--- config.mk ---
export PLATFORM = sky130hd
export DESIGN_NAME = led_cube_frame_buffer_scan
export DESIGN_NICKNAME = d
export VERILOG_FILES = /design/src/design/lcfb_pkg.sv /design/src/design/led_cube_frame_buffer_scan.sv /design/src/design/lcfb_csr.sv /design/src/design/lcfb_ctrl.sv /design/src/design/lcfb_dp.sv
export SDC_FILE = /design/constraint.sdc
export NUM_CORES = 1
export LEC_CHECK = 0
export BUFFER_PORTS_ARGS = -buffer_cell sky130_fd_sc_hd__buf_2
export CAP_MARGIN = 20
export CORE_MARGIN = 5
export CORE_UTILIZATION = 62
export DETAILED_ROUTE_END_ITERATION = 8
export PLACE_DENSITY = 0.89
export SYNTH_ARGS = -nofsm -noshare
export SYNTH_HDL_FRONTEND = slang
export SYNTH_SLANG_ARGS = --single-unit
--- constraint.sdc ---
create_clock -name clock -period 5.9 [get_ports clock]
set_clock_uncertainty 0.05 [all_clocks]
set_input_delay 0.59 -clock clock [delete_from_list [all_inputs] [get_ports clock]]
set_output_delay 0.59 -clock clock [all_outputs]
set_load 0.1 [all_outputs]
--- src/design/lcfb_pkg.sv ---
package lcfb_pkg;

   localparam int CFG_W         = 4;
   localparam int COORD_W       = 3;
   localparam int BYTE_W        = 8;
   localparam int LAYER_OUT_W   = 3;
   localparam int CSR_DATA_W    = 32;
   localparam int CSR_ADDR_W    = 4;
   localparam logic [CFG_W-1:0] CFG_RESET_DIM = 4'd8;

   typedef enum logic [1:0] {
      OP_SET       = 2'd0,
      OP_CLEAR     = 2'd1,
      OP_CLEAR_ALL = 2'd2,
      OP_TICK      = 2'd3
   } op_type;

   typedef enum logic [1:0] {
      CSR_WIDTH  = 2'd0,
      CSR_DEPTH  = 2'd1,
      CSR_HEIGHT = 2'd2,
      CSR_ANODES = 2'd3
   } csr_index_type;

   typedef struct packed {
      logic [CFG_W-1:0] width;
      logic [CFG_W-1:0] depth;
      logic [CFG_W-1:0] height;
      logic [CFG_W-1:0] anodes;
   } cfg_type;

   typedef enum logic [3:0] {
      DP_NOP,
      DP_INIT_ZERO,
      DP_CAPTURE,
      DP_MUL1,
      DP_MUL2,
      DP_VOX_READ,
      DP_VOX_WRITE,
      DP_SWEEP_READ,
      DP_SWEEP_WRITE,
      DP_LAYER,
      DP_BASE,
      DP_SEL_LOAD,
      DP_ANODE_READ,
      DP_ANODE_LOAD
   } dp_op_type;

   typedef struct packed {
      logic out_free;
      logic vox_ok;
      logic cnt_last;
      logic anode_last;
   } dp_status_type;

endpackage

--- src/design/led_cube_frame_buffer_scan.sv ---
// Channel   Direction  Handshake          Carries
// req_      in         valid / stall      opcode, x/y/z coordinate
// rsp_      out        valid / stall      chain, byte, latch, layer, last
// csr_      in         APB write / read   cube width, depth, height, anode bytes
//
// After reset the store is zeroed byte by byte; req_stall stays high until that is done.
// Set or clear voxel: accept, two multiply steps, read, write; no write when dropped.
// Clear all: accept, two multiply steps, then one read-modify-write of the store per byte.
// Refresh tick: accept, layer, base, select byte, then a registered store read and a load
// per anode byte; the select and each load wait while the result register is stalled.
// An item is accepted while the last result of the previous one still waits in rsp_.
module led_cube_frame_buffer_scan #(
   parameter int MAX_DIM     = 8,
   parameter int FRAME_BYTES = 64
) (
   input  logic         clock,
   input  logic         reset,
   input  logic         req_valid,
   output logic         req_stall,
   input  logic [1:0]   req_opcode,
   input  logic [2:0]   req_x_coord,
   input  logic [2:0]   req_y_coord,
   input  logic [2:0]   req_z_coord,
   output logic         rsp_valid,
   input  logic         rsp_stall,
   output logic         rsp_chain_select,
   output logic [7:0]   rsp_shift_byte,
   output logic         rsp_latch_now,
   output logic [2:0]   rsp_active_layer,
   output logic         rsp_last,
   input  logic         csr_psel,
   input  logic         csr_penable,
   input  logic         csr_pwrite,
   input  logic [3:0]   csr_paddr,
   input  logic [31:0]  csr_pwdata,
   output logic [31:0]  csr_prdata,
   output logic         csr_pready
);
   import lcfb_pkg::*;

   cfg_type       cfg;
   dp_op_type     dp_op;
   dp_status_type status;

   assign csr_pready = 1'b1;

   lcfb_csr u_csr (
      .clock       (clock),
      .reset       (reset),
      .csr_psel    (csr_psel),
      .csr_penable (csr_penable),
      .csr_pwrite  (csr_pwrite),
      .csr_paddr   (csr_paddr),
      .csr_pwdata  (csr_pwdata),
      .csr_prdata  (csr_prdata),
      .cfg         (cfg)
   );

   lcfb_ctrl u_ctrl (
      .clock      (clock),
      .reset      (reset),
      .req_valid  (req_valid),
      .req_opcode (req_opcode),
      .req_stall  (req_stall),
      .status     (status),
      .dp_op      (dp_op)
   );

   lcfb_dp #(
      .MAX_DIM     (MAX_DIM),
      .FRAME_BYTES (FRAME_BYTES)
   ) u_dp (
      .clock            (clock),
      .reset            (reset),
      .cfg              (cfg),
      .dp_op            (dp_op),
      .status           (status),
      .req_opcode       (req_opcode),
      .req_x_coord      (req_x_coord),
      .req_y_coord      (req_y_coord),
      .req_z_coord      (req_z_coord),
      .rsp_valid        (rsp_valid),
      .rsp_stall        (rsp_stall),
      .rsp_chain_select (rsp_chain_select),
      .rsp_shift_byte   (rsp_shift_byte),
      .rsp_latch_now    (rsp_latch_now),
      .rsp_active_layer (rsp_active_layer),
      .rsp_last         (rsp_last)
   );

endmodule

--- src/design/lcfb_csr.sv ---
module lcfb_csr (
   input  logic                                clock,
   input  logic                                reset,
   input  logic                                csr_psel,
   input  logic                                csr_penable,
   input  logic                                csr_pwrite,
   input  logic [lcfb_pkg::CSR_ADDR_W-1:0]     csr_paddr,
   input  logic [lcfb_pkg::CSR_DATA_W-1:0]     csr_pwdata,
   output logic [lcfb_pkg::CSR_DATA_W-1:0]     csr_prdata,
   output lcfb_pkg::cfg_type                   cfg
);
   import lcfb_pkg::*;

   cfg_type       cfg_ff;
   cfg_type       cfg_in;
   csr_index_type index;
   logic          wr_en;

   assign index = csr_index_type'(csr_paddr[3:2]);
   assign wr_en = csr_psel && csr_penable && csr_pwrite;

   always_comb begin
      cfg_in = cfg_ff;
      if (wr_en) begin
         case (index)
            CSR_WIDTH:  cfg_in.width  = csr_pwdata[CFG_W-1:0];
            CSR_DEPTH:  cfg_in.depth  = csr_pwdata[CFG_W-1:0];
            CSR_HEIGHT: cfg_in.height = csr_pwdata[CFG_W-1:0];
            CSR_ANODES: cfg_in.anodes = csr_pwdata[CFG_W-1:0];
            default:    cfg_in = cfg_ff;
         endcase
      end
   end

   always_comb begin
      case (index)
         CSR_WIDTH:  csr_prdata = CSR_DATA_W'(cfg_ff.width);
         CSR_DEPTH:  csr_prdata = CSR_DATA_W'(cfg_ff.depth);
         CSR_HEIGHT: csr_prdata = CSR_DATA_W'(cfg_ff.height);
         CSR_ANODES: csr_prdata = CSR_DATA_W'(cfg_ff.anodes);
         default:    csr_prdata = '0;
      endcase
   end

   always_ff @(posedge clock) begin
      if (reset) begin
         cfg_ff <= '{CFG_RESET_DIM, CFG_RESET_DIM, CFG_RESET_DIM, CFG_RESET_DIM};
      end else begin
         cfg_ff <= cfg_in;
      end
   end

   assign cfg = cfg_ff;

endmodule

--- src/design/lcfb_ctrl.sv ---
module lcfb_ctrl (
   input  logic                    clock,
   input  logic                    reset,
   input  logic                    req_valid,
   input  logic [1:0]              req_opcode,
   output logic                    req_stall,
   input  lcfb_pkg::dp_status_type status,
   output lcfb_pkg::dp_op_type     dp_op
);
   import lcfb_pkg::*;

   typedef enum logic [3:0] {
      ST_INIT,
      ST_IDLE,
      ST_VOX_MUL1,
      ST_VOX_MUL2,
      ST_VOX_READ,
      ST_VOX_WRITE,
      ST_CLR_MUL1,
      ST_CLR_MUL2,
      ST_CLR_READ,
      ST_CLR_WRITE,
      ST_TICK_LAYER,
      ST_TICK_BASE,
      ST_TICK_SEL,
      ST_TICK_READ,
      ST_TICK_LOAD
   } state_type;

   state_type state_ff;
   state_type state_in;

   always_comb begin
      state_in = state_ff;
      dp_op    = DP_NOP;
      case (state_ff)
         ST_INIT: begin
            dp_op = DP_INIT_ZERO;
            if (status.cnt_last) state_in = ST_IDLE;
         end
         ST_IDLE: begin
            if (req_valid) begin
               dp_op = DP_CAPTURE;
               case (op_type'(req_opcode))
                  OP_SET:       state_in = ST_VOX_MUL1;
                  OP_CLEAR:     state_in = ST_VOX_MUL1;
                  OP_CLEAR_ALL: state_in = ST_CLR_MUL1;
                  OP_TICK:      state_in = ST_TICK_LAYER;
                  default:      state_in = ST_IDLE;
               endcase
            end
         end
         ST_VOX_MUL1: begin
            dp_op    = DP_MUL1;
            state_in = ST_VOX_MUL2;
         end
         ST_VOX_MUL2: begin
            dp_op    = DP_MUL2;
            state_in = ST_VOX_READ;
         end
         ST_VOX_READ: begin
            // drop the item when the voxel lies outside the cube or the store
            if (status.vox_ok) begin
               dp_op    = DP_VOX_READ;
               state_in = ST_VOX_WRITE;
            end else begin
               state_in = ST_IDLE;
            end
         end
         ST_VOX_WRITE: begin
            dp_op    = DP_VOX_WRITE;
            state_in = ST_IDLE;
         end
         ST_CLR_MUL1: begin
            dp_op    = DP_MUL1;
            state_in = ST_CLR_MUL2;
         end
         ST_CLR_MUL2: begin
            dp_op    = DP_MUL2;
            state_in = ST_CLR_READ;
         end
         ST_CLR_READ: begin
            dp_op    = DP_SWEEP_READ;
            state_in = ST_CLR_WRITE;
         end
         ST_CLR_WRITE: begin
            dp_op    = DP_SWEEP_WRITE;
            state_in = status.cnt_last ? ST_IDLE : ST_CLR_READ;
         end
         ST_TICK_LAYER: begin
            dp_op    = DP_LAYER;
            state_in = ST_TICK_BASE;
         end
         ST_TICK_BASE: begin
            dp_op    = DP_BASE;
            state_in = ST_TICK_SEL;
         end
         ST_TICK_SEL: begin
            // hold until the result register can take the select byte
            if (status.out_free) begin
               dp_op    = DP_SEL_LOAD;
               state_in = ST_TICK_READ;
            end
         end
         ST_TICK_READ: begin
            dp_op    = DP_ANODE_READ;
            state_in = ST_TICK_LOAD;
         end
         ST_TICK_LOAD: begin
            if (status.out_free) begin
               dp_op    = DP_ANODE_LOAD;
               state_in = status.anode_last ? ST_IDLE : ST_TICK_READ;
            end
         end
         default: state_in = ST_IDLE;
      endcase
   end

   always_ff @(posedge clock) begin
      if (reset) begin
         state_ff <= ST_INIT;
      end else begin
         state_ff <= state_in;
      end
   end

   assign req_stall = (state_ff != ST_IDLE);

endmodule

--- src/design/lcfb_dp.sv ---
module lcfb_dp #(
   parameter int MAX_DIM     = 8,
   parameter int FRAME_BYTES = 64
) (
   input  logic                              clock,
   input  logic                              reset,
   input  lcfb_pkg::cfg_type                 cfg,
   input  lcfb_pkg::dp_op_type               dp_op,
   output lcfb_pkg::dp_status_type           status,
   input  logic [1:0]                        req_opcode,
   input  logic [lcfb_pkg::COORD_W-1:0]      req_x_coord,
   input  logic [lcfb_pkg::COORD_W-1:0]      req_y_coord,
   input  logic [lcfb_pkg::COORD_W-1:0]      req_z_coord,
   output logic                              rsp_valid,
   input  logic                              rsp_stall,
   output logic                              rsp_chain_select,
   output logic [lcfb_pkg::BYTE_W-1:0]       rsp_shift_byte,
   output logic                              rsp_latch_now,
   output logic [lcfb_pkg::LAYER_OUT_W-1:0]  rsp_active_layer,
   output logic                              rsp_last
);
   import lcfb_pkg::*;

   localparam int DW  = $clog2(MAX_DIM + 1);
   localparam int LW  = $clog2(MAX_DIM);
   localparam int AW  = (FRAME_BYTES > 1) ? $clog2(FRAME_BYTES) : 1;
   localparam int NW  = 3 * DW + 3;
   localparam int CW  = ((NW > AW + 3) ? NW : AW + 3) + 1;
   localparam int IW  = LW + DW;
   localparam int LXW = LW + 4;

   // effective configuration
   logic [DW-1:0] w_eff;
   logic [DW-1:0] d_eff;
   logic [DW-1:0] h_eff;
   logic [DW-1:0] a_eff;

   assign w_eff = (cfg.width  > MAX_DIM) ? DW'(MAX_DIM) : DW'(cfg.width);
   assign d_eff = (cfg.depth  > MAX_DIM) ? DW'(MAX_DIM) : DW'(cfg.depth);
   assign h_eff = (cfg.height > MAX_DIM) ? DW'(MAX_DIM) : DW'(cfg.height);
   assign a_eff = (cfg.anodes == '0) ? DW'(1) :
                  ((cfg.anodes > MAX_DIM) ? DW'(MAX_DIM) : DW'(cfg.anodes));

   // item and working registers
   op_type              op_ff;
   logic [COORD_W-1:0]  x_ff, y_ff, z_ff;
   logic [2*DW-1:0]     wd_ff;
   logic [DW+2:0]       yw_ff;
   logic [NW-1:0]       bitno_ff;
   logic [NW-1:0]       nvox_ff;
   logic [AW-1:0]       cnt_ff;
   logic [LW-1:0]       layer_ff;
   logic [IW-1:0]       idx_ff;
   logic [DW-1:0]       aidx_ff;
   logic                beyond_ff;
   logic [BYTE_W-1:0]   rdata_ff;
   logic [BYTE_W-1:0]   voxel_ff [FRAME_BYTES];

   logic                rsp_valid_ff;
   logic                chain_ff;
   logic [BYTE_W-1:0]   byte_ff;
   logic                latch_ff;
   logic [LAYER_OUT_W-1:0] layer_out_ff;
   logic                last_ff;

   // next values
   logic [2*DW-1:0]     wd_in;
   logic [DW+2:0]       yw_in;
   logic [NW-1:0]       bitno_in;
   logic [NW-1:0]       nvox_in;
   logic [LW:0]         layer_inc;
   logic [LW-1:0]       layer_in;
   logic [IW-1:0]       base_in;

   // memory port
   logic                mem_we;
   logic [AW-1:0]       mem_waddr;
   logic [BYTE_W-1:0]   mem_wdata;
   logic                mem_re;
   logic [AW-1:0]       mem_raddr;

   logic                coords_in;
   logic [AW-1:0]       vox_addr;
   logic [BYTE_W-1:0]   vox_mask;
   logic [BYTE_W-1:0]   vox_wdata;
   logic [CW-1:0]       sweep_base;
   logic [BYTE_W-1:0]   keep_mask;
   logic                idx_beyond;
   logic [LXW-1:0]      layer_x;
   logic [BYTE_W-1:0]   sel_byte;
   logic                out_free;
   logic                anode_last;
   logic                out_load;

   assign wd_in    = (2*DW)'(w_eff) * (2*DW)'(d_eff);
   assign yw_in    = (DW+3)'(y_ff) * (DW+3)'(w_eff);
   assign bitno_in = NW'(z_ff) * NW'(wd_ff) + NW'(yw_ff) + NW'(x_ff);
   assign nvox_in  = NW'(wd_ff) * NW'(h_eff);

   assign layer_inc = (LW+1)'(layer_ff) + (LW+1)'(1);
   assign layer_in  = (layer_inc >= (LW+1)'(h_eff)) ? '0 : layer_inc[LW-1:0];
   assign base_in   = IW'(layer_ff) * IW'(a_eff);

   assign coords_in = (8'(x_ff) < 8'(w_eff)) && (8'(y_ff) < 8'(d_eff)) &&
                      (8'(z_ff) < 8'(h_eff));
   assign vox_addr  = AW'(bitno_ff >> 3);
   assign vox_mask  = BYTE_W'(1) << bitno_ff[2:0];
   assign vox_wdata = (op_ff == OP_SET) ? (rdata_ff | vox_mask) : (rdata_ff & ~vox_mask);

   // keep every bit at or beyond the voxel count
   assign sweep_base = CW'({cnt_ff, 3'b000});
   always_comb begin
      for (int k = 0; k < BYTE_W; k++) begin
         keep_mask[k] = (sweep_base + CW'(k)) >= CW'(nvox_ff);
      end
   end

   assign idx_beyond = (32'(idx_ff) >= FRAME_BYTES);

   assign layer_x = LXW'(layer_ff);
   always_comb begin
      for (int k = 0; k < BYTE_W; k++) begin
         sel_byte[k] = (layer_x == LXW'(k));
      end
   end

   assign out_free   = !rsp_valid_ff || !rsp_stall;
   assign anode_last = ((DW+1)'(aidx_ff) + (DW+1)'(1)) == (DW+1)'(a_eff);
   assign out_load   = (dp_op == DP_SEL_LOAD) || (dp_op == DP_ANODE_LOAD);

   assign status.out_free   = out_free;
   assign status.vox_ok     = coords_in && (32'(bitno_ff >> 3) < FRAME_BYTES);
   assign status.cnt_last   = (cnt_ff == AW'(FRAME_BYTES - 1));
   assign status.anode_last = anode_last;

   always_comb begin
      mem_we    = 1'b0;
      mem_waddr = cnt_ff;
      mem_wdata = '0;
      mem_re    = 1'b0;
      mem_raddr = cnt_ff;
      case (dp_op)
         DP_INIT_ZERO: begin
            mem_we = 1'b1;
         end
         DP_VOX_READ: begin
            mem_re    = 1'b1;
            mem_raddr = vox_addr;
         end
         DP_VOX_WRITE: begin
            mem_we    = 1'b1;
            mem_waddr = vox_addr;
            mem_wdata = vox_wdata;
         end
         DP_SWEEP_READ: begin
            mem_re = 1'b1;
         end
         DP_SWEEP_WRITE: begin
            mem_we    = 1'b1;
            mem_wdata = rdata_ff & keep_mask;
         end
         DP_ANODE_READ: begin
            mem_re    = !idx_beyond;
            mem_raddr = AW'(idx_ff);
         end
         default: mem_we = 1'b0;
      endcase
   end

   always_ff @(posedge clock) begin
      if (mem_we) begin
         voxel_ff[mem_waddr] <= mem_wdata;
      end
      if (mem_re) begin
         rdata_ff <= voxel_ff[mem_raddr];
      end
   end

   // control counters and layer
   always_ff @(posedge clock) begin
      if (reset) begin
         cnt_ff   <= '0;
         layer_ff <= '0;
      end else begin
         case (dp_op)
            DP_INIT_ZERO:   cnt_ff   <= cnt_ff + AW'(1);
            DP_CAPTURE:     cnt_ff   <= '0;
            DP_SWEEP_WRITE: cnt_ff   <= cnt_ff + AW'(1);
            DP_LAYER:       layer_ff <= layer_in;
            default:        cnt_ff   <= cnt_ff;
         endcase
      end
   end

   // working payload
   always_ff @(posedge clock) begin
      case (dp_op)
         DP_CAPTURE: begin
            op_ff <= op_type'(req_opcode);
            x_ff  <= req_x_coord;
            y_ff  <= req_y_coord;
            z_ff  <= req_z_coord;
         end
         DP_MUL1: begin
            wd_ff <= wd_in;
            yw_ff <= yw_in;
         end
         DP_MUL2: begin
            bitno_ff <= bitno_in;
            nvox_ff  <= nvox_in;
         end
         DP_BASE: begin
            idx_ff  <= base_in;
            aidx_ff <= '0;
         end
         DP_ANODE_READ: begin
            beyond_ff <= idx_beyond;
         end
         DP_ANODE_LOAD: begin
            idx_ff  <= idx_ff + IW'(1);
            aidx_ff <= aidx_ff + DW'(1);
         end
         default: op_ff <= op_ff;
      endcase
   end

   // result register: loads when empty or while the previous item is being taken
   always_ff @(posedge clock) begin
      if (reset) begin
         rsp_valid_ff <= 1'b0;
      end else if (out_load) begin
         rsp_valid_ff <= 1'b1;
      end else if (!rsp_stall) begin
         rsp_valid_ff <= 1'b0;
      end
   end

   always_ff @(posedge clock) begin
      if (dp_op == DP_SEL_LOAD) begin
         chain_ff     <= 1'b0;
         byte_ff      <= sel_byte;
         latch_ff     <= 1'b1;
         layer_out_ff <= layer_x[LAYER_OUT_W-1:0];
         last_ff      <= 1'b0;
      end else if (dp_op == DP_ANODE_LOAD) begin
         chain_ff     <= 1'b1;
         byte_ff      <= beyond_ff ? '0 : rdata_ff;
         latch_ff     <= anode_last;
         layer_out_ff <= layer_x[LAYER_OUT_W-1:0];
         last_ff      <= anode_last;
      end
   end

   assign rsp_valid        = rsp_valid_ff;
   assign rsp_chain_select = chain_ff;
   assign rsp_shift_byte   = byte_ff;
   assign rsp_latch_now    = latch_ff;
   assign rsp_active_layer = layer_out_ff;
   assign rsp_last         = last_ff;

endmodule

# ---- Word level (Yosys, flattened, before mapping)
# Memories as Yosys holds them, arrays and structs flattened. A register that Yosys moved wholly into a read port is not among the register bits.
# Index checks and enable logic that the tools add are counted.
dict set report totals {
  reg_bits 109
  ram_bits 512
  in_bits 54
  out_inout_bits 49
  n_memories 1
}
dict set report op_classes {
  n_addsub 14
  n_mul 5
  n_lt_le_gt_ge 18
  eq_ne 48
  shift 1
  mux 39
  n_bitwise 4
  reduce_logical 30
}
# memory depth word_bits read_ports rd_ports_with_merged_regs wr line
set memory_table {}
lappend memory_table {u_dp.voxel_ff 64 8 1 1 1 lcfb_dp.sv:57} ;# logic [BYTE_W-1:0] voxel_ff [FRAME_BYTES];
# operator n
set op_table {}
lappend op_table {{$pmux W32 S4} 1}
lappend op_table {{$ge A16 B12 Y1} 7}
lappend op_table {{$pmux W4 S14} 1}
lappend op_table {{$eq A4 B4 Y1 const B} 13}
lappend op_table {{$mux W4} 13}
lappend op_table {{$pmux W4 S13} 1}
lappend op_table {{$add A9 B3 Y10 const B} 4}
lappend op_table {{$eq A4 B3 Y1 const B} 8}
lappend op_table {{$mux W8} 4}
lappend op_table {{$pmux W6 S2} 2}
lappend op_table {{$add A9 B2 Y10 const B} 2}
lappend op_table {{$and A8 B8 Y8} 2}
lappend op_table {{$eq A4 B2 Y1 const B} 4}
lappend op_table {{$gt A4 B4 Y1 const B} 4}
lappend op_table {{$pmux W8 S2} 1}
lappend op_table {{$add A15 B3 Y15} 1}
lappend op_table {{$mux W3} 5}
lappend op_table {{$mul A3 B4 Y7} 2}
lappend op_table {{$pmux W7 S2} 1}
lappend op_table {{$add A11 B7 Y12} 1}
lappend op_table {{$eq A3 B3 Y1 const B} 4}
lappend op_table {{$ge A9 B12 Y1} 1}
lappend op_table {{$lt A12 B7 Y1 const B} 1}
lappend op_table {{$lt A3 B4 Y1} 3}
lappend op_table {{41 further kinds} 73}

# ---- Logic depth before layout (Yosys ltp)
dict set report logic_depth {
  depth_word 13
  ltp_mapped 17
  ltp_nobuf 16
}

# ---- Hierarchy
# A second synthesis with hierarchy kept.
dict set report hier_totals {
  hier_cells 2197
  hier_area_um2 29354.4
}
# mod instances cells_per_inst area_per_inst_um2
set by_module_without_submodules {}
lappend by_module_without_submodules {lcfb_dp 1 2032 27900.5}
lappend by_module_without_submodules {lcfb_csr 1 94 963.4}
lappend by_module_without_submodules {lcfb_ctrl 1 69 479.2}
lappend by_module_without_submodules {led_cube_frame_buffer_scan 1 2 11.3}

# ---- Least setup slack after synthesis
# OpenSTA, ideal clock, no wires.
dict set report synth_path {
  path_type {reg2reg}
  from {register u_ctrl.state_ff[2]}
  to {memory u_dp.voxel_ff[0][6] (data pin)}
  setup_ns 0.702
  arrival_ns 4.022
  t_required_ns 5.148
  slack_ns 1.126
  path_stages_with_launch 7
  path_buffers 2
  cell_sequence {dfxtp_1 -> clkbuf_1 -> nand2b_1 -> nor2_1 -> clkbuf_1 -> nand3_1 -> o21ai_0}
}
dict set report synth_between {
  elab_chain_len 5
  elab_cells_between_ends 21
}
# element line
set synth_lines {}
lappend synth_lines {{from (decl)} lcfb_ctrl.sv:30} ;# state_type state_ff;
lappend synth_lines {{from (signal assigned)} lcfb_ctrl.sv:123} ;# state_ff <= state_in;
lappend synth_lines {{$eq A4 B2 Y1 or $eq A4 B3 Y1 (tied branches)} lcfb_ctrl.sv:36} ;# case (state_ff)
lappend synth_lines {{$reduce_or A2 Y1 (no line)} --}
lappend synth_lines {{$pmux W4 S13 (*)} lcfb_ctrl.sv:36}
lappend synth_lines {{$eq A4 B4 Y1 or $eq A4 B3 Y1 (tied branches)} lcfb_dp.sv:142} ;# case (dp_op)
lappend synth_lines {{$pmux W8 S2 (*)} lcfb_dp.sv:142}
lappend synth_lines {{net u_dp.mem_wdata[6]} lcfb_dp.sv:78} ;# logic [BYTE_W-1:0] mem_wdata;
lappend synth_lines {{to (decl)} lcfb_dp.sv:57}
# The timed path passes the listed nets; every way through them passes the cells marked *.

# ---- Final worst setup path
dict set report layout_path {
  from {register u_csr.cfg_ff (netlist bit u_csr.cfg[15])}
  to {register u_dp.rdata_ff[0] (read register of u_dp.voxel_ff) (data pin)}
}
dict set report layout_between {
  elab_chain_len 11
  elab_cells_between_ends 14
}
# element line
set layout_lines {}
lappend layout_lines {{from (decl)} lcfb_csr.sv:14} ;# cfg_type cfg_ff;
lappend layout_lines {{from (signal assigned)} lcfb_csr.sv:47} ;# cfg_ff <= '{CFG_RESET_DIM, CFG_RESET_DIM, CFG_RESET_DIM, CFG_RESET_DIM};
lappend layout_lines {{from (signal assigned)} lcfb_csr.sv:49} ;# cfg_ff <= cfg_in;
lappend layout_lines {{$gt A4 B4 Y1} lcfb_dp.sv:38} ;# assign w_eff = (cfg.width > MAX_DIM) ? DW'(MAX_DIM) : DW'(cfg.width);
lappend layout_lines {{$mux W4 (*)} lcfb_dp.sv:38}
lappend layout_lines {{$lt A3 B4 Y1 (*)} lcfb_dp.sv:104} ;# assign coords_in = (8'(x_ff) < 8'(w_eff)) && (8'(y_ff) < 8'(d_eff)) &&
lappend layout_lines {{$logic_and A1 B1 Y1 (*) (2 in series)} lcfb_dp.sv:104}
lappend layout_lines {{$logic_and A1 B1 Y1 (*)} lcfb_dp.sv:132} ;# assign status.vox_ok = coords_in && (32'(bitno_ff >> 3) < FRAME_BYTES);
lappend layout_lines {{$mux W3 (*)} lcfb_ctrl.sv:63} ;# if (status.vox_ok) begin
lappend layout_lines {{$pmux W4 S13 (*)} lcfb_ctrl.sv:36}
lappend layout_lines {{$eq A4 B3 Y1} lcfb_dp.sv:142}
lappend layout_lines {{$reduce_or A2 Y1 (no line)} --}
lappend layout_lines {{$pmux W1 S2} lcfb_dp.sv:142}
lappend layout_lines {{to (decl)} lcfb_dp.sv:56} ;# logic [BYTE_W-1:0] rdata_ff;
# Mark *: on every way between the ends. The rest lies on a longest branch, timed or not.
# A chain may end at the register's enable or synchronous reset.

==> results by stage <==
Timing:
- Setup repair after global routing left no endpoint under its margin.
- For the pin with the worst max-slew slack, the measured transition is 1.19 ns.
- The number of hold-slack violations in the final timing report came to 0.
- In this run the tightest slew margin relative to its limit is 20.8%.
- Adding up every negative setup slack in the final design gives 0 ns.
- The post-route fraction of the period consumed by the critical path is 92.0%.
- Setup violations remaining at the end of the flow were counted as 0.
- The worst hold slack is 0.0822 ns.
- The final max-slew violation count came to 0.
- Static timing analysis puts the maximum clock frequency at 184 MHz.
- The clock period could shrink to 5.43 ns.

Floorplanning:
- The die is 229 um wide.
- From bottom edge to top edge, the die measures 229 um.
- The number of placement rows is 80.
- The initial standard-cell utilization of the core is 62.4%.
- The top-level port count is 103.
- The placeable core region is 47500 sq um.
- The die footprint is 52300 sq um.

Layout:
- From synthesis to final layout, the design area changed by 9.50%.
- 0 antenna diodes ended up in the layout.
- The core occupancy in the finished layout is 68.3%.
- The number of nets in the final layout is 2488.
- The combined flip-flop and latch cell area is 18500 sq um.
- Of the cells placed in the final design, the portion with a size suffix greater than 1 is 10.5%.
- The area occupied by multi-input gates is 10200 sq um.
- Fill cells in the final layout number 2902.

CTS:
- The number of buffers inserted by post-CTS setup repair is 0.
- CTS built an H-tree with a depth of 2.
- In this run the clock root is driven by a sky130_fd_sc_hd__clkbuf_16.
- For the worst-skew pair, the clock arrives at the later sink with an insertion delay of 0.65 ns.
- No sink is reached through more buffers than the 3 on the longest clock path.
- After clock tree synthesis, the clock-pin slew on the worst setup and hold paths is 0.07 ns.
- Clock tree synthesis inserted a total of 59 buffers.
- The quantity of hold-fixing buffers added after cts is 0.
- The CTS tree is built.
- In this run, post-CTS repair resized a total of 0 instances.
- For this design, the sink count on the clock tree is 627.

Route:
- The number of design rule violations left after detail routing is 0.
- The number of violations reported at the end of detailed-routing iteration 0 is 3083.
- The via count normalized by instance count is 6.88.
- The count of vias placed by the detailed router is 20500.
- For this block, the routed nets add up to 77500 um of wire.
- In the final routed layout, each cell accounts on average for 26.0 um.
- The number of detailed-routing iterations run before antenna repair is 8.
- The remaining number of nets flagged by the antenna check after routing is 0.

Synthesis:
- The instance count of the mapped netlist is 2285.
- Summed over all instances, the cell type with the most area after synthesis is sky130_fd_sc_hd__edfxtp_1.
- Yosys attributes the largest share of cell area to sky130_fd_sc_hd__edfxtp_1 60%, sky130_fd_sc_hd__ha_1 3.6%, sky130_fd_sc_hd__nand2_1 3.0%.
- The synthesized design contains 627 register bits.
- In this run the cell area of the synthesized design comes to 29600 sq um.
- The flip-flop cell with the highest count after synthesis is sky130_fd_sc_hd__edfxtp_1.
- The number of warnings issued by yosys is 0.
- The average instance in the mapped netlist occupies 13.0 sq um.
- Sequential elements use 62.4% of the synthesized area.
- The number of enable flip-flop cells after synthesis is 594.
- The share of Yosys cell area claimed by the top area cell type is 60.2%.
- The number of unique standard cell types used by synthesis is 81.
- The share of flip-flops with an asynchronous set or reset after synthesis is 0%.

Critical path:
- The number of cell instances on the worst register-to-register path is 12.
- Data on the critical path arrives at its endpoint at 5.73 ns.
- The startpoint kind of the worst setup timing path is a flip-flop.
- In this run the critical register-to-register path is launched from u_csr.cfg[15].
- In this run the critical register-to-register path is captured at u_dp.rdata_ff[0].
- The largest fanout on the critical path is 50.
- The most critical setup path has its startpoint at u_csr.cfg[15].
- The worst setup path endpoint is u_dp.rdata_ff[0].
- For the worst setup path, the data required time is 6.21 ns.
- Across all register-to-register paths, the minimum setup slack is 0.47 ns.
- The category of the most critical setup path is flip-flop to flip-flop.
- The endpoint kind of the worst setup timing path is a flip-flop.

Power and ir drop:
- The internal power summed over all cells is 7.12 mW.
- The clock share of power is 41.4%.
- The sequential share of power is 52.0%.
- The peak ir drop on the vdd network is 245 uV.
- After layout, the design draws a total of 9.31 mW.
- In this run the static leakage power is 10.9 nW.
- The switching part of the total power is 23.6%.
- In this run, the combinational gates consume 6.6% of the power.
- The power per cell area is 287 nW/um^2.
- Summed over all nets, the switching power comes to 2.19 mW.

Flow run:
- Across the run, the number of max-cap violations was 0.

Global route:
- The first global-routing pass estimated 119000 um of wire.
- The aggregate global-route resource usage is 29.0%.
- The number of global-route vias before repair is 20500.
- The number of antenna violations at the first check in global routing was 1.
- The leftover overflow at the end of global routing is 0.
- Entering global routing, the biggest net connects 71 pins.

Placed design:
- The count of buffers inserted at the top-level ports is 43.
- Routability-driven placement finished with a final weighted congestion of 0.939.
- The detailed-placement wirelength estimate is 47700 um.

Run status:
- The run finished with clean final reports.

Min path:
- The class of the tightest hold or removal check is input pin to flip-flop.
-- cells in the final DEF, fill, tap and decap left out, drive strengths merged, types with 69 or more instances in the layout --
cell and instances:
a21oi 77, nand3 81, buf 98, nor2 143
edfxtp 594, and3 81, nand2 236, ha 86
inv 101, clkbuf 69
-- power groups by stage --
stage | sequential (mW) | combinational, mW | clock [mW]
global route | 4.84 | 0.644 | 4.06
finish | 4.84 | 0.617 | 3.85
floorplan | 4.93 | 0.443 | 0
CTS | 4.84 | 0.596 | 3.83
detailed placement | 4.94 | 0.581 | 0
global placement | 4.94 | 0.554 | 0
-- routing by layer --
metal	wire, um	global-route usage (%)	vias to the layer above	share of wire [%]
met4	4800	15.1	2	6.2
li1	-	-	8618	-
met1	26100	36.6	9792	34
met2	36400	46.8	1696	47
met5	20	0	-	0.026
met3	10200	7.64	376	13
-- final cells by class --
cell class	count	share of cell area [%]
sequential	627	57.0
multi-input combinational	1431	31.6
clock buffer	69	4.66
tap	615	2.37
timing repair buffer	98	2.05
clock inverter	41	1.28
inverter	96	1.11
-- state kept, by name, indices dropped and copies added, names as in the netlist, 4 cells and up --
| name | cells |
|---|---|
| u_dp.nvox_ff | 12 |
| u_dp.wd_ff | 8 |
| u_dp.cnt_ff | 6 |
| u_dp.yw_ff | 7 |
| u_ctrl.state_ff | 4 |
| u_dp.rdata_ff | 8 |
| u_dp.idx_ff | 7 |
| u_dp.bitno_ff | 13 |
| u_dp.voxel_ff | 512 |
| u_csr.cfg | 16 |
| u_dp.rsp_shift_byte | 8 |
| u_dp.aidx_ff | 4 |
-- cell usage after synthesis (9+ instances only) --
cell type,n
sky130_fd_sc_hd__o21ai_0,61
sky130_fd_sc_hd__nor2b_1,21
sky130_fd_sc_hd__a311oi_1,11
sky130_fd_sc_hd__a21o_1,12
sky130_fd_sc_hd__xnor2_1,29
sky130_fd_sc_hd__a211oi_1,54
sky130_fd_sc_hd__xor2_1,13
sky130_fd_sc_hd__clkbuf_1,85
sky130_fd_sc_hd__fa_1,35
sky130_fd_sc_hd__nand2b_1,24
sky130_fd_sc_hd__nand3_1,81
sky130_fd_sc_hd__nand2_1,236
sky130_fd_sc_hd__a22oi_1,11
sky130_fd_sc_hd__and3_1,81
sky130_fd_sc_hd__ha_1,86
sky130_fd_sc_hd__a2111oi_0,43
sky130_fd_sc_hd__a32oi_1,14
sky130_fd_sc_hd__o21bai_1,29
sky130_fd_sc_hd__a21oi_1,76
sky130_fd_sc_hd__nor2_1,140
sky130_fd_sc_hd__o2111a_1,16
sky130_fd_sc_hd__and2_1,47
sky130_fd_sc_hd__o221ai_1,9
sky130_fd_sc_hd__dfxtp_1,33
sky130_fd_sc_hd__o211ai_1,13
sky130_fd_sc_hd__inv_1,96
sky130_fd_sc_hd__edfxtp_1,594
sky130_fd_sc_hd__mux2i_1,66
sky130_fd_sc_hd__nand3b_1,11
sky130_fd_sc_hd__a31oi_1,19
sky130_fd_sc_hd__mux4_2,20
sky130_fd_sc_hd__buf_4,36
sky130_fd_sc_hd__buf_2,29
sky130_fd_sc_hd__nor3_1,26
-- metrics by stage --
stage	std cells	area (sq um)	setup WS [ns]
finish	2977	32500	0.474
global route	2977	32500	0.412
CTS	2975	32400	0.648
detailed placement	2865	30500	0.779
global placement	2865	30500	0.980
floorplan	2313	29800	1.13
-- worst min-delay path by stage --
stage,from,to,slack (ns),depth (start not counted)
after floorplan,u_dp.layer_ff[2],u_dp.rsp_active_layer[2],0.38,0
after global placement,u_dp.rsp_chain_select,u_dp.rsp_chain_select,0.38,2
after detailed placement,u_dp.rsp_chain_select,u_dp.rsp_chain_select,0.39,2
after CTS,req_x_coord[0],u_dp.x_ff[0],0.07,1
after global routing,req_y_coord[1],u_dp.y_ff[1],0.08,1
final,req_y_coord[0],u_dp.y_ff[0],0.08,1
-- cells by family after synthesis --
kind of cell | share of synthesized area [%]
other | 0.0253
xor gates and xnor gates | 1.24
DFF | 62.4
and+or+nand+nor | 11.5
buffers and inverters | 3.93
adders and majority gates | 5.99
AOI/OAI and AO/OA | 10.9
muxes | 4.05
-- critical path: stages (launching register included) --
cell and delay (ns):
sky130_fd_sc_hd__dfxtp_1 0.46, sky130_fd_sc_hd__nor2b_1 0.42, sky130_fd_sc_hd__inv_1 0.16, sky130_fd_sc_hd__ha_1 0.30
sky130_fd_sc_hd__a211oi_1 0.30, sky130_fd_sc_hd__o32a_1 0.61, sky130_fd_sc_hd__a32o_1 0.40, sky130_fd_sc_hd__a21o_2 0.93
sky130_fd_sc_hd__a211oi_1 0.15, sky130_fd_sc_hd__a2111oi_0 0.76, sky130_fd_sc_hd__buf_4 0.23, sky130_fd_sc_hd__o21bai_1 0.18
sky130_fd_sc_hd__o32ai_1 0.16
Power figures use the tool's default switching activity.
